[src/sv/dvg_pkg.sv]
package dvg_pkg;

    // quotient bits produced by the divider chain, one per stage
    localparam int DIV_STEPS = 16;

    localparam int CFG_DATA_W = 11;
    localparam int CFG_INDEX_W = 3;
    localparam int COLOR_W = 8;
    localparam int COORD_W = 10;
    localparam int OFFSET_W = 11;

    typedef enum logic [CFG_INDEX_W-1:0] {
        CFG_TOP_RED      = 3'd0,
        CFG_TOP_GREEN    = 3'd1,
        CFG_TOP_BLUE     = 3'd2,
        CFG_BOTTOM_RED   = 3'd3,
        CFG_BOTTOM_GREEN = 3'd4,
        CFG_BOTTOM_BLUE  = 3'd5,
        CFG_IMAGE_WIDTH  = 3'd6,
        CFG_IMAGE_HEIGHT = 3'd7
    } cfg_reg_t;

    localparam logic [15:0] HASH_X = 16'hF45D;   // low half of 73856093
    localparam logic [15:0] HASH_Y = 16'h409F;   // low half of 19349663
    localparam logic [15:0] HASH_K = 16'h79B9;   // low half of 0x9E3779B9

    localparam logic [3:0] BAYER_MAP [16] = '{
        4'd0,  4'd8,  4'd2,  4'd10,
        4'd12, 4'd4,  4'd14, 4'd6,
        4'd3,  4'd11, 4'd1,  4'd9,
        4'd15, 4'd7,  4'd13, 4'd5
    };

    localparam longint DIT_DEN = 320;
    localparam longint NOI_RB_DEN = 2550;
    localparam longint NOI_G_DEN = 25500;
    localparam longint VIG_STRENGTH = 7864;

    // sideband that rides along the divider chain
    typedef struct packed {
        logic       t_sat;
        logic       t_zero;
        logic       q_sat;
        logic       q_zero;
        logic [7:0] noise;
        logic [3:0] bayer;
    } side_t;

    function automatic longint qpow(input longint v, input int n);
        longint p;
        p = v;
        for (int i = 1; i < n; i++) begin
            p = (p * v) >> 16;
        end
        return p;
    endfunction

    // vignette gain in q1.16 for table entry q of a 2^bits table
    function automatic longint vignette_entry(input int q, input int bits);
        longint m;
        longint lo;
        longint hi;
        longint mid;
        longint f;
        longint target;
        longint e;
        m = (longint'(1) <<< bits) - 1;
        lo = 0;
        hi = 65536;
        while (lo < hi) begin
            mid = (lo + hi + 1) >> 1;
            if (mid * m <= longint'(q) * 65536) lo = mid;
            else hi = mid - 1;
        end
        f = lo;
        target = qpow(f, 4);
        lo = 0;
        hi = 65536;
        while (lo < hi) begin
            mid = (lo + hi + 1) >> 1;
            if (qpow(mid, 5) <= target) lo = mid;
            else hi = mid - 1;
        end
        e = (f * lo) >> 16;
        return 65536 - ((e * VIG_STRENGTH) >> 16);
    endfunction

    // rounded to nearest, halves toward +inf
    function automatic longint dither_rb(input int b);
        longint a;
        a = 2 * (longint'(2 * b - 15) * 9728) + DIT_DEN;
        return (a >= 0) ? a / (2 * DIT_DEN) : -((-a + 2 * DIT_DEN - 1) / (2 * DIT_DEN));
    endfunction

    function automatic longint dither_g(input int b);
        longint a;
        a = 2 * (longint'(2 * b - 15) * 4864) + DIT_DEN;
        return (a >= 0) ? a / (2 * DIT_DEN) : -((-a + 2 * DIT_DEN - 1) / (2 * DIT_DEN));
    endfunction

    function automatic longint noise_rb(input int n);
        longint a;
        a = 2 * (longint'(2 * n - 255) * 768) + NOI_RB_DEN;
        return (a >= 0) ? a / (2 * NOI_RB_DEN)
                        : -((-a + 2 * NOI_RB_DEN - 1) / (2 * NOI_RB_DEN));
    endfunction

    function automatic longint noise_g(input int n);
        longint a;
        a = 2 * (longint'(2 * n - 255) * 4608) + NOI_G_DEN;
        return (a >= 0) ? a / (2 * NOI_G_DEN)
                        : -((-a + 2 * NOI_G_DEN - 1) / (2 * NOI_G_DEN));
    endfunction

endpackage

[src/sv/dvg_div_stage.sv]
module dvg_div_stage #(
    parameter int RW = 10
) (
    input  logic                            clk,
    input  logic                            en,
    input  logic [RW-1:0]                   divisor,
    input  logic [RW-1:0]                   rem_in,
    input  logic [dvg_pkg::DIV_STEPS-1:0]   nq_in,
    output logic [RW-1:0]                   rem_reg,
    output logic [dvg_pkg::DIV_STEPS-1:0]   nq_reg
);

    logic [RW:0]                     trial;
    logic [RW:0]                     diff;
    logic                            ge;
    logic [RW-1:0]                   rem_next;
    logic [dvg_pkg::DIV_STEPS-1:0]   nq_next;

    // numerator bits leave the top of nq while quotient bits enter the bottom
    always_comb
    begin
        trial = {rem_in, nq_in[dvg_pkg::DIV_STEPS-1]};
        diff = trial - {1'b0, divisor};
        ge = (trial >= {1'b0, divisor});
        rem_next = ge ? diff[RW-1:0] : trial[RW-1:0];
        nq_next = {nq_in[dvg_pkg::DIV_STEPS-2:0], ge};
    end

    always_ff @(posedge clk)
    begin
        if (en)
        begin
            rem_reg <= rem_next;
            nq_reg <= nq_next;
        end
    end

endmodule

[config.mk]
export PLATFORM = sky130hd
export DESIGN_NAME = dvg_div_stage
export DESIGN_NICKNAME = d
export VERILOG_FILES = /design/src/sv/dvg_pkg.sv /design/src/sv/dvg_div_stage.sv
export SDC_FILE = /design/constraint.sdc
export NUM_CORES = 1
export LEC_CHECK = 0
export BUFFER_PORTS_ARGS = -buffer_cell sky130_fd_sc_hd__buf_2
export CORE_ASPECT_RATIO = 0.6
export CORE_MARGIN = 2
export CORE_UTILIZATION = 28
export CTS_BUF_LIST = sky130_fd_sc_hd__clkbuf_2 sky130_fd_sc_hd__clkbuf_4 sky130_fd_sc_hd__clkbuf_8
export CTS_CLUSTER_SIZE = 14
export DETAILED_ROUTE_END_ITERATION = 10
export PLACE_DENSITY = 0.58
export SYNTH_ARGS = -nofsm -noshare
export SYNTH_HDL_FRONTEND = slang
export SYNTH_SLANG_ARGS = --single-unit
[constraint.sdc]
create_clock -name clk -period 3.2 [get_ports clk]
set_input_delay 0.32 -clock clk [delete_from_list [all_inputs] [get_ports clk]]
set_output_delay 0.32 -clock clk [all_outputs]
set_load 0.02 [all_outputs]
; Word-level counts from Yosys, hierarchy flattened
; Index checks and enable logic that the tools add are counted.
[classes]
bitwise = 0
order_cmp = 1
mux = 1
n_addsub = 1
eq_ne = 0
shifts = 0
n_reduce_logical = 0
multipliers = 0
n_div = 0
[ops]
columns = cell, n
row1 = $ge A11 B10 Y1, 1
row2 = $mux W10, 1
row3 = $sub A10 B10 Y10, 1
[word_totals]
reg_bits = 26
latch_bits = 0
mem_bits_ro = 0
output_inout_bits = 26
wordCells = 5
memories = 0
input_bits = 38
ramBits = 0

; Longest topological paths before layout
; Gate-level depths: netlist of run 1.
[depth]
ltp_word = 2
depth_mapped = 9
ltp_nobuf = 9

; Worst setup path before layout of run 1
; Ideal clock, no wire load.
[synth_path]
path_type = input port to flip-flop
from = in nq_in[15] (netlist bit)
to = reg rem_reg[8] (data pin)
path_slack_ns = 1.022
required_ns = 2.940
arrival_ns = 1.918
path_buffers = 0
setup_time_ns = 0.260
path_stages = 9
cell_sequence = inv_1 -> ha_1 -> inv_1 -> fa_1 -> a211oi_1 -> o21bai_1 -> a221oi_1 -> xnor2_1 -> mux2_4
[synth_via]
elab_chain_cells = 2
word_cells_on_any_way = 3
cone_classes = add/sub (1) / order compare (1) / mux (1)
[synth_rtl]
columns = element, line
row1 = start: declaration, dvg_div_stage.sv:8  ; input logic [dvg_pkg::DIV_STEPS-1:0] nq_in,
row2 = $sub A10 B10 Y10 / $ge A11 B10 Y1 (equally long branches), "dvg_div_stage.sv:23, dvg_div_stage.sv:24"
row3 = $mux W10 *, dvg_div_stage.sv:25  ; rem_next = ge ? diff[RW-1:0] : trial[RW-1:0];
row4 = net rem_next[8], dvg_div_stage.sv:16  ; logic [RW-1:0] rem_next;
row5 = end signal: assignment, dvg_div_stage.sv:33  ; rem_reg <= rem_next;
row6 = end: declaration, dvg_div_stage.sv:9  ; output logic [RW-1:0] rem_reg,
; The timed path passes the listed nets; every way through them passes the cells marked *.
; A chain may end at the register's enable or synchronous reset.

; Final worst setup path of run 1
; Same ends and word-level chain as after synthesis.

==> metrics.txt, run 1 <==
status finished clean; crit path DAT ~2200 ps; WL final about 2.8 mm; clock power share about a fifth; Comb pwr share between 20 and 30%; share of cells above drive strength 1 46.71%; post-layout minimum cycle time ~2100 ps; Worst Tran Pin Value 542.8 ps; Seq pwr share around 51%; cell family with most CP delay compound AO/OA/AOI/OAI gates; synth warn 0; vias in the first global route around 960; first drt pass iteration count 2; cell-internal power around 620 uW; critical path's most frequent cell inv_1; Cell Rows 19; Placer Congestion between 0.6 and 0.7; H-tree depth 1; core footprint approximately 0.0047 sq mm; setup total negative slack 0 ps; Starting Density 29.82%; DR iter-0 viols 25; Seq cells post-synth 26; initial antenna violation count 0; Antenna Violating Nets Remaining 0; Multi-input gate area 571.8 sq um; post-synthesis sequential area ratio 55.61%; Nets approximately 220; TritonCTS Buffers 3; WS Path Type input port to register; xor and xnor area share after synthesis under 10%; Yosys cell types 32; HP Class input port to register; Clk pin slew, worst setup/hold paths roughly 80 ps; Die Ht a little under 60 um; Via density about 4.3; Final Cycle Share between 60% and 70%; global route total overflow 0; Synth Area in Adders roughly a tenth; clk root buf clkbuf_8; Post-CTS Hold Buffers 0; Area Growth Syn to Fin 31.02%; Final Hold Vio Count 0; RSZ-0062 raised after global routing no; WP buf/inv 3; post-synthesis simple-gate area fraction ~6%; startpoint types input port; routed vias between 900 and 1,000; # DRC 0; Slew HR a little under two thirds; synthesized instance count 101; Placement Cell Area 0.001798 sq mm; Routed wire per std cell about 12 um; All-Layer GR Usage about 10%; Sw Share a little over a quarter; clock sink count 26; PostCTS Resize Cnt 0; main combinational cell family by area after synthesis compound AO/OA/AOI/OAI gates; I/O pin count 64; number of setup buffers added after CTS 0; CP cell instances buf_2, inv_1, ha_1, inv_1, fa_1, a211oi_1, o21bai_1, a221oi_1, xnor2_1, mux2_4; Finished Cell Area 0.001839 sq mm; clock tree buffer depth 2; peak supply drop between 0.15 and 0.2 mV; syn_area_per_cell about 14 sq um; CTS tree built; maximum net fanout on the critical path 3; Synth Cell Area between 0.001 and 0.0015 sq mm; # setup viols final 0; slowest stage delay, CP approximately 420 ps; Synth Area in Compound Gates between 10% and 20%; number of I/O port buffers 63; Max Slew Vio Count 0; largest net degree at the start of global routing 27; Die X roughly 95 um; register area 780.7 sq um; Diodes inserted 0; max-capacitance violation count 0; switching power between 200 and 250 uW; max FFs per register 16; Worst Setup End Kind register; Leak about 0.00085 uW; fillcell total 481; Critical Path RT about 3200 ps; PwrDens 460.4 mW/mm^2; first-pass GRT wire length around 4.3 mm; die area about 0.0056 sq mm; multiplexer share of the synthesized area ~9.0%; post-DP HPWL 2.409 mm; Max Freq between 400 and 500 MHz; Mapped Nets 150; CP max-delay cell fa_1
==> cells by family after synthesis <==
group | Yosys count
buffers and inverters | 13
flip-flops | 26
AO/OA/AOI/OAI | 19
XOR/XNOR | 7
adder cells (fa/ha/maj) | 11
AND/OR/NAND/NOR | 16
multiplexers | 9
==> through the flow <==
stage | util [%] | power [uW] | worst slack (ps) | hold slack (ps) | std cells
after global placement | 38.20 | 688.4 | 820.2 | 496.6 | 227
after global routing | 39.07 | 893.1 | 920.9 | 228.4 | 230
after floorplan | - | 604.8 | 1022 | 418.9 | 101
after CTS | 39.07 | 859.2 | 1069 | 226.3 | 230
final | 39.07 | 846.8 | 1060 | 236.0 | 230
after detailed placement | 38.20 | 690.8 | 803.9 | 498.7 | 227
==> cell type report <==
| type | instances | share of cell area (%) |
|---|---|---|
| well taps | 63 | 4.286 |
| flip-flops and latches | 26 | 42.45 |
| clock buffers | 3 | 2.245 |
| repair buffers | 63 | 17.14 |
| inverters | 13 | 2.789 |
| multi-input cells | 62 | 31.09 |
==> per-layer routing <==
| layer | GRT usage [%] | share of wire (%) | vias up |
|---|---|---|---|
| li1 | - | - | 506 |
| met1 | 14.66 | 52 | 437 |
| met5 | 0 | 0 | - |
| met4 | 4.286 | 0.85 | 0 |
| met2 | 14.69 | 37 | 47 |
| met3 | 1.921 | 11 | 2 |
==> cells in the mapped netlist <==
library cell   n  share of area [%]
ha_1          10                8.9
mux2i_1        1               0.71
fa_1           1                1.4
o31a_1         1               0.62
nand3b_1       1               0.53
inv_1         12                3.2
a21o_1         2                1.1
nor2b_1        1               0.45
a211oi_4       1                1.4
xor2_1         2                1.2
a21oi_1        5                1.8
o211ai_1       1               0.53
nor4_1         2               0.89
nand2_1        5                1.3
o31ai_1        1               0.53
inv_4          1               0.45
nand3_1        1               0.36
nor2_1         3               0.80
xnor2_1        5                3.1
nand3_2        1               0.71
a221oi_1       1               0.62
o21a_4         1                1.1
mux2_1         1               0.80
mux2_4         7                7.5
and3_1         1               0.45
a211oi_1       1               0.53
o21ai_0        2               0.71
o21a_1         1               0.53
edfxtp_1      26                 56
o21bai_1       1               0.53
a2111oi_2      1                1.1
nand2b_1       1               0.45
==> path summary, 6_finish.rpt <==
path,depth (start not counted),slack [ps],start,to
worst min-delay path,1,240,nq_in[8],nq_reg[9]
worst max-delay path,10,1060,nq_in[15],rem_reg[8]
==> layout by cell type, fill, tap and decap left out <==
master | synthesis | final
a21oi_1 | 5 | 5
fa_1 | 1 | 1
o21ai_0 | 2 | 2
mux2i_1 | 1 | 1
mux2_1 | 1 | 1
and3_1 | 1 | 1
nor2_1 | 3 | 3
a221oi_1 | 1 | 1
mux2_4 | 7 | 7
a2111oi_2 | 1 | 1
buf_2 | 0 | 63
ha_1 | 10 | 10
o31a_1 | 1 | 1
xor2_1 | 2 | 2
nand2b_1 | 1 | 1
o21bai_1 | 1 | 1
xnor2_1 | 5 | 5
inv_1 | 12 | 12
nand3_2 | 1 | 1
a211oi_4 | 1 | 1
o21a_1 | 1 | 1
o31ai_1 | 1 | 1
nand3_1 | 1 | 1
nand3b_1 | 1 | 1
edfxtp_1 | 26 | 26
nor2b_1 | 1 | 1
inv_4 | 1 | 1
a211oi_1 | 1 | 1
clkbuf_8 | 0 | 3
o21a_4 | 1 | 1
nand2_1 | 5 | 5
o211ai_1 | 1 | 1
nor4_1 | 2 | 2
a21o_1 | 2 | 2
==> power groups by stage <==
stage | Combinational (uW) | Sequential, uW | Clock [uW]
final | 252 | 428 | 167
after detailed placement | 254 | 436 | 0
after global routing | 275 | 431 | 187
after floorplan | 118 | 487 | 0
after CTS | 255 | 429 | 176
after global placement | 253 | 436 | 0
No activity file was read; power rests on OpenSTA's default activity.
==> run 2, diff against run 1 <==
ABC_AREA = 1   (was unset)
PLACE_DENSITY = 0.59   (was 0.58)
clock period = 1.8 ns   (was 3.2 ns; I/O delays follow)
==> metrics.txt, run 2 <==
clock sink count 26 (unchanged); die area 0.006144 sq mm (+9.4%); Via density 4.262 (-1.2%); H-tree depth 1 (unchanged); I/O pin count 64 (unchanged); commonest non-fill, non-tap cell in the layout buf_2; vias in the first global route 1,164 (+22%); xor and xnor area share after synthesis 1.702% (-2.7 points); Synth Cell Area 0.001544 sq mm (+10%); startpoint types input port; crit path DAT 1510 ps (-640 ps); critical path's most frequent cell nand2_1; cell taking the most area after synthesis edfxtp_1; number of I/O port buffers 63 (unchanged); Placement Cell Area 0.001974 sq mm (+9.8%); Placer Congestion 0.7810 (+12%); clk root buf clkbuf_8; Post-CTS Hold Buffers 0 (unchanged); Routed wire per std cell 11.61 um (-5.9%); PwrDens 841.0 mW/mm^2 (+83%); synth warn 0 (unchanged); post-synthesis simple-gate area fraction 27.55% (+22 points); Final Cycle Share 82.09%; ys async rst share 0% (unchanged); CTS tree built; synthesized instance count 163 (+61%); # setup viols final 0 (unchanged); DR iter-0 viols 26 (+4.0%); Starting Density 29.81% (about the same); TritonCTS Buffers 3 (unchanged); core footprint 0.005180 sq mm (+10%); first-pass GRT wire length 5.264 mm (+23%); Leak 0.001054 uW (+25%); Max Freq around 680 MHz; Design Power 1720 uW (+100%); fillcell total 529 (+10%); CP cell instances buf_2, ha_1, nand2_1, nor2_2, nand3_1, and2_4, nand2_4, inv_2, nand2_1, nand2_1; most frequent cells in the layout 63 x buf_2, 52 x nand2_1, 27 x inv_1; WS Path Type input port to register; Final Hold Vio Count 0 (unchanged); Antenna Violating Nets Remaining 0 (unchanged); Synth Area in Adders 9.400% (-0.94 points); Die X 99.87 um (+4.7%); Cell Rows 20 (+1); Worst path depth 10 (unchanged); Nets 286 (+31%); Main synth FF type edfxtp_1; routed vias 1,287 (+30%); WL final 3.506 mm (+24%); # DRC 0 (unchanged); max-capacitance violation count 0 (unchanged); most common cell in the netlist nand2_1; slowest stage delay, CP 350 ps (-70 ps); Mapped Nets 212 (+41%); global route total overflow 0 (unchanged); maximum net fanout on the critical path 9 (+6); max FFs per register 16 (unchanged); Seq cells post-synth 26 (unchanged); Slew HR 59.21% (-4.6 points); most frequent cells after synthesis 52 x nand2_1, 27 x inv_1, 26 x edfxtp_1; peak supply drop 0.3041 mV (+83%); share of cells above drive strength 1 39.83% (-6.9 points); Worst Setup End Kind register; Max Slew Vio Count 0 (unchanged); post-synthesis sequential area ratio 50.57% (-5.0 points); status finished clean; cell family with most CP delay simple AND/OR/NAND/NOR gates; initial antenna violation count 0 (unchanged); post-DP HPWL 2.857 mm (+19%); EDFF count, synth 26 (unchanged); main combinational cell family by area after synthesis simple AND/OR/NAND/NOR gates; Area Growth Syn to Fin 32.50%; Yosys cell types 24 (-25%); post-layout minimum cycle time between 1000 and 1500 ps; clock tree buffer depth 2 (unchanged); Worst Tran Pin Value 611.9 ps (+69.12 ps); WP buf/inv 2 (-1); Die Ht 61.52 um (+4.5%); largest net degree at the start of global routing 27 (unchanged); Clk pin slew, worst setup/hold paths 100 ps (+20 ps); Finished Cell Area 0.002046 sq mm (+11%); PostCTS Resize Cnt 0 (unchanged); number of setup buffers added after CTS 0 (unchanged); RSZ-0062 raised after global routing no; Synth Area in Compound Gates 2.674% (-8.4 points); first drt pass iteration count 4 (+2); HP Class input port to register; multiplexer share of the synthesized area 0% (-9.0 points); Hold Path Depth 1 (unchanged); Diodes inserted 0 (unchanged); setup total negative slack 0 ps (unchanged); Critical Path RT 1830 ps (-1380 ps); All-Layer GR Usage 11.34% (+1.3 points); CP max-delay cell ha_1; top-area cell type share of the netlist area 50.57% (-5.0 points); syn_area_per_cell 9.472 sq um (-32%); ranking of synthesized cells by area edfxtp_1 51%, nand2_1 13%, ha_1 8.1%
run 2: worst paths after layout:
path	start	endpoint	slack (ps)
setup / recovery	rem_in[6]	rem_reg[4]	320
hold / removal	nq_in[7]	nq_reg[8]	70
run 2: kinds of logic (layout without fill, tap and decap cells):
kind of cell    Yosys count  after routing
simple gates             87             87
buf+inv                  29            102
compound gates            7              7
fa+ha+maj                11             11
flops                    26             26
xor+xnor                  3              3
run 2: metal layers:
| metal | GRT usage [%] | share of wire (%) |
|---|---|---|
| met4 | 2.935 | 0.83 |
| met1 | 16.23 | 50 |
| met5 | 0 | 0 |
| met3 | 3.632 | 8.0 |
| met2 | 16.70 | 41 |
run 2: area by class of cell:
cell class	count	area (sq um)	area share (%)
clock inverter	1	30.03	1.468
multi-input combinational	108	638.1	31.19
sequential	26	780.7	38.17
timing repair buffer	70	367.9	17.98
clock buffer	3	41.29	2.018
inverter	28	105.1	5.138
tap	66	82.58	4.037
run 2: where the power goes:
part / leakage (uW) / switching, uW / internal, uW
Sequential: 0.000254 / 13.3 / 744
Clock: 0.0000357 / 190 / 297
Combinational: 0.000764 / 292 / 184
run 2: metrics by stage:
stage                     setup WS, ps  util (%)  std cells  hold slack (ps)
after floorplan                  229.8         -        163            278.9
after global placement           60.65     38.12        298            357.0
after detailed placement         47.32     38.12        298            358.2
after CTS                        341.1     39.49        302            65.46
after global routing             220.7     39.49        302            57.58
final                            322.3     39.49        302            74.22
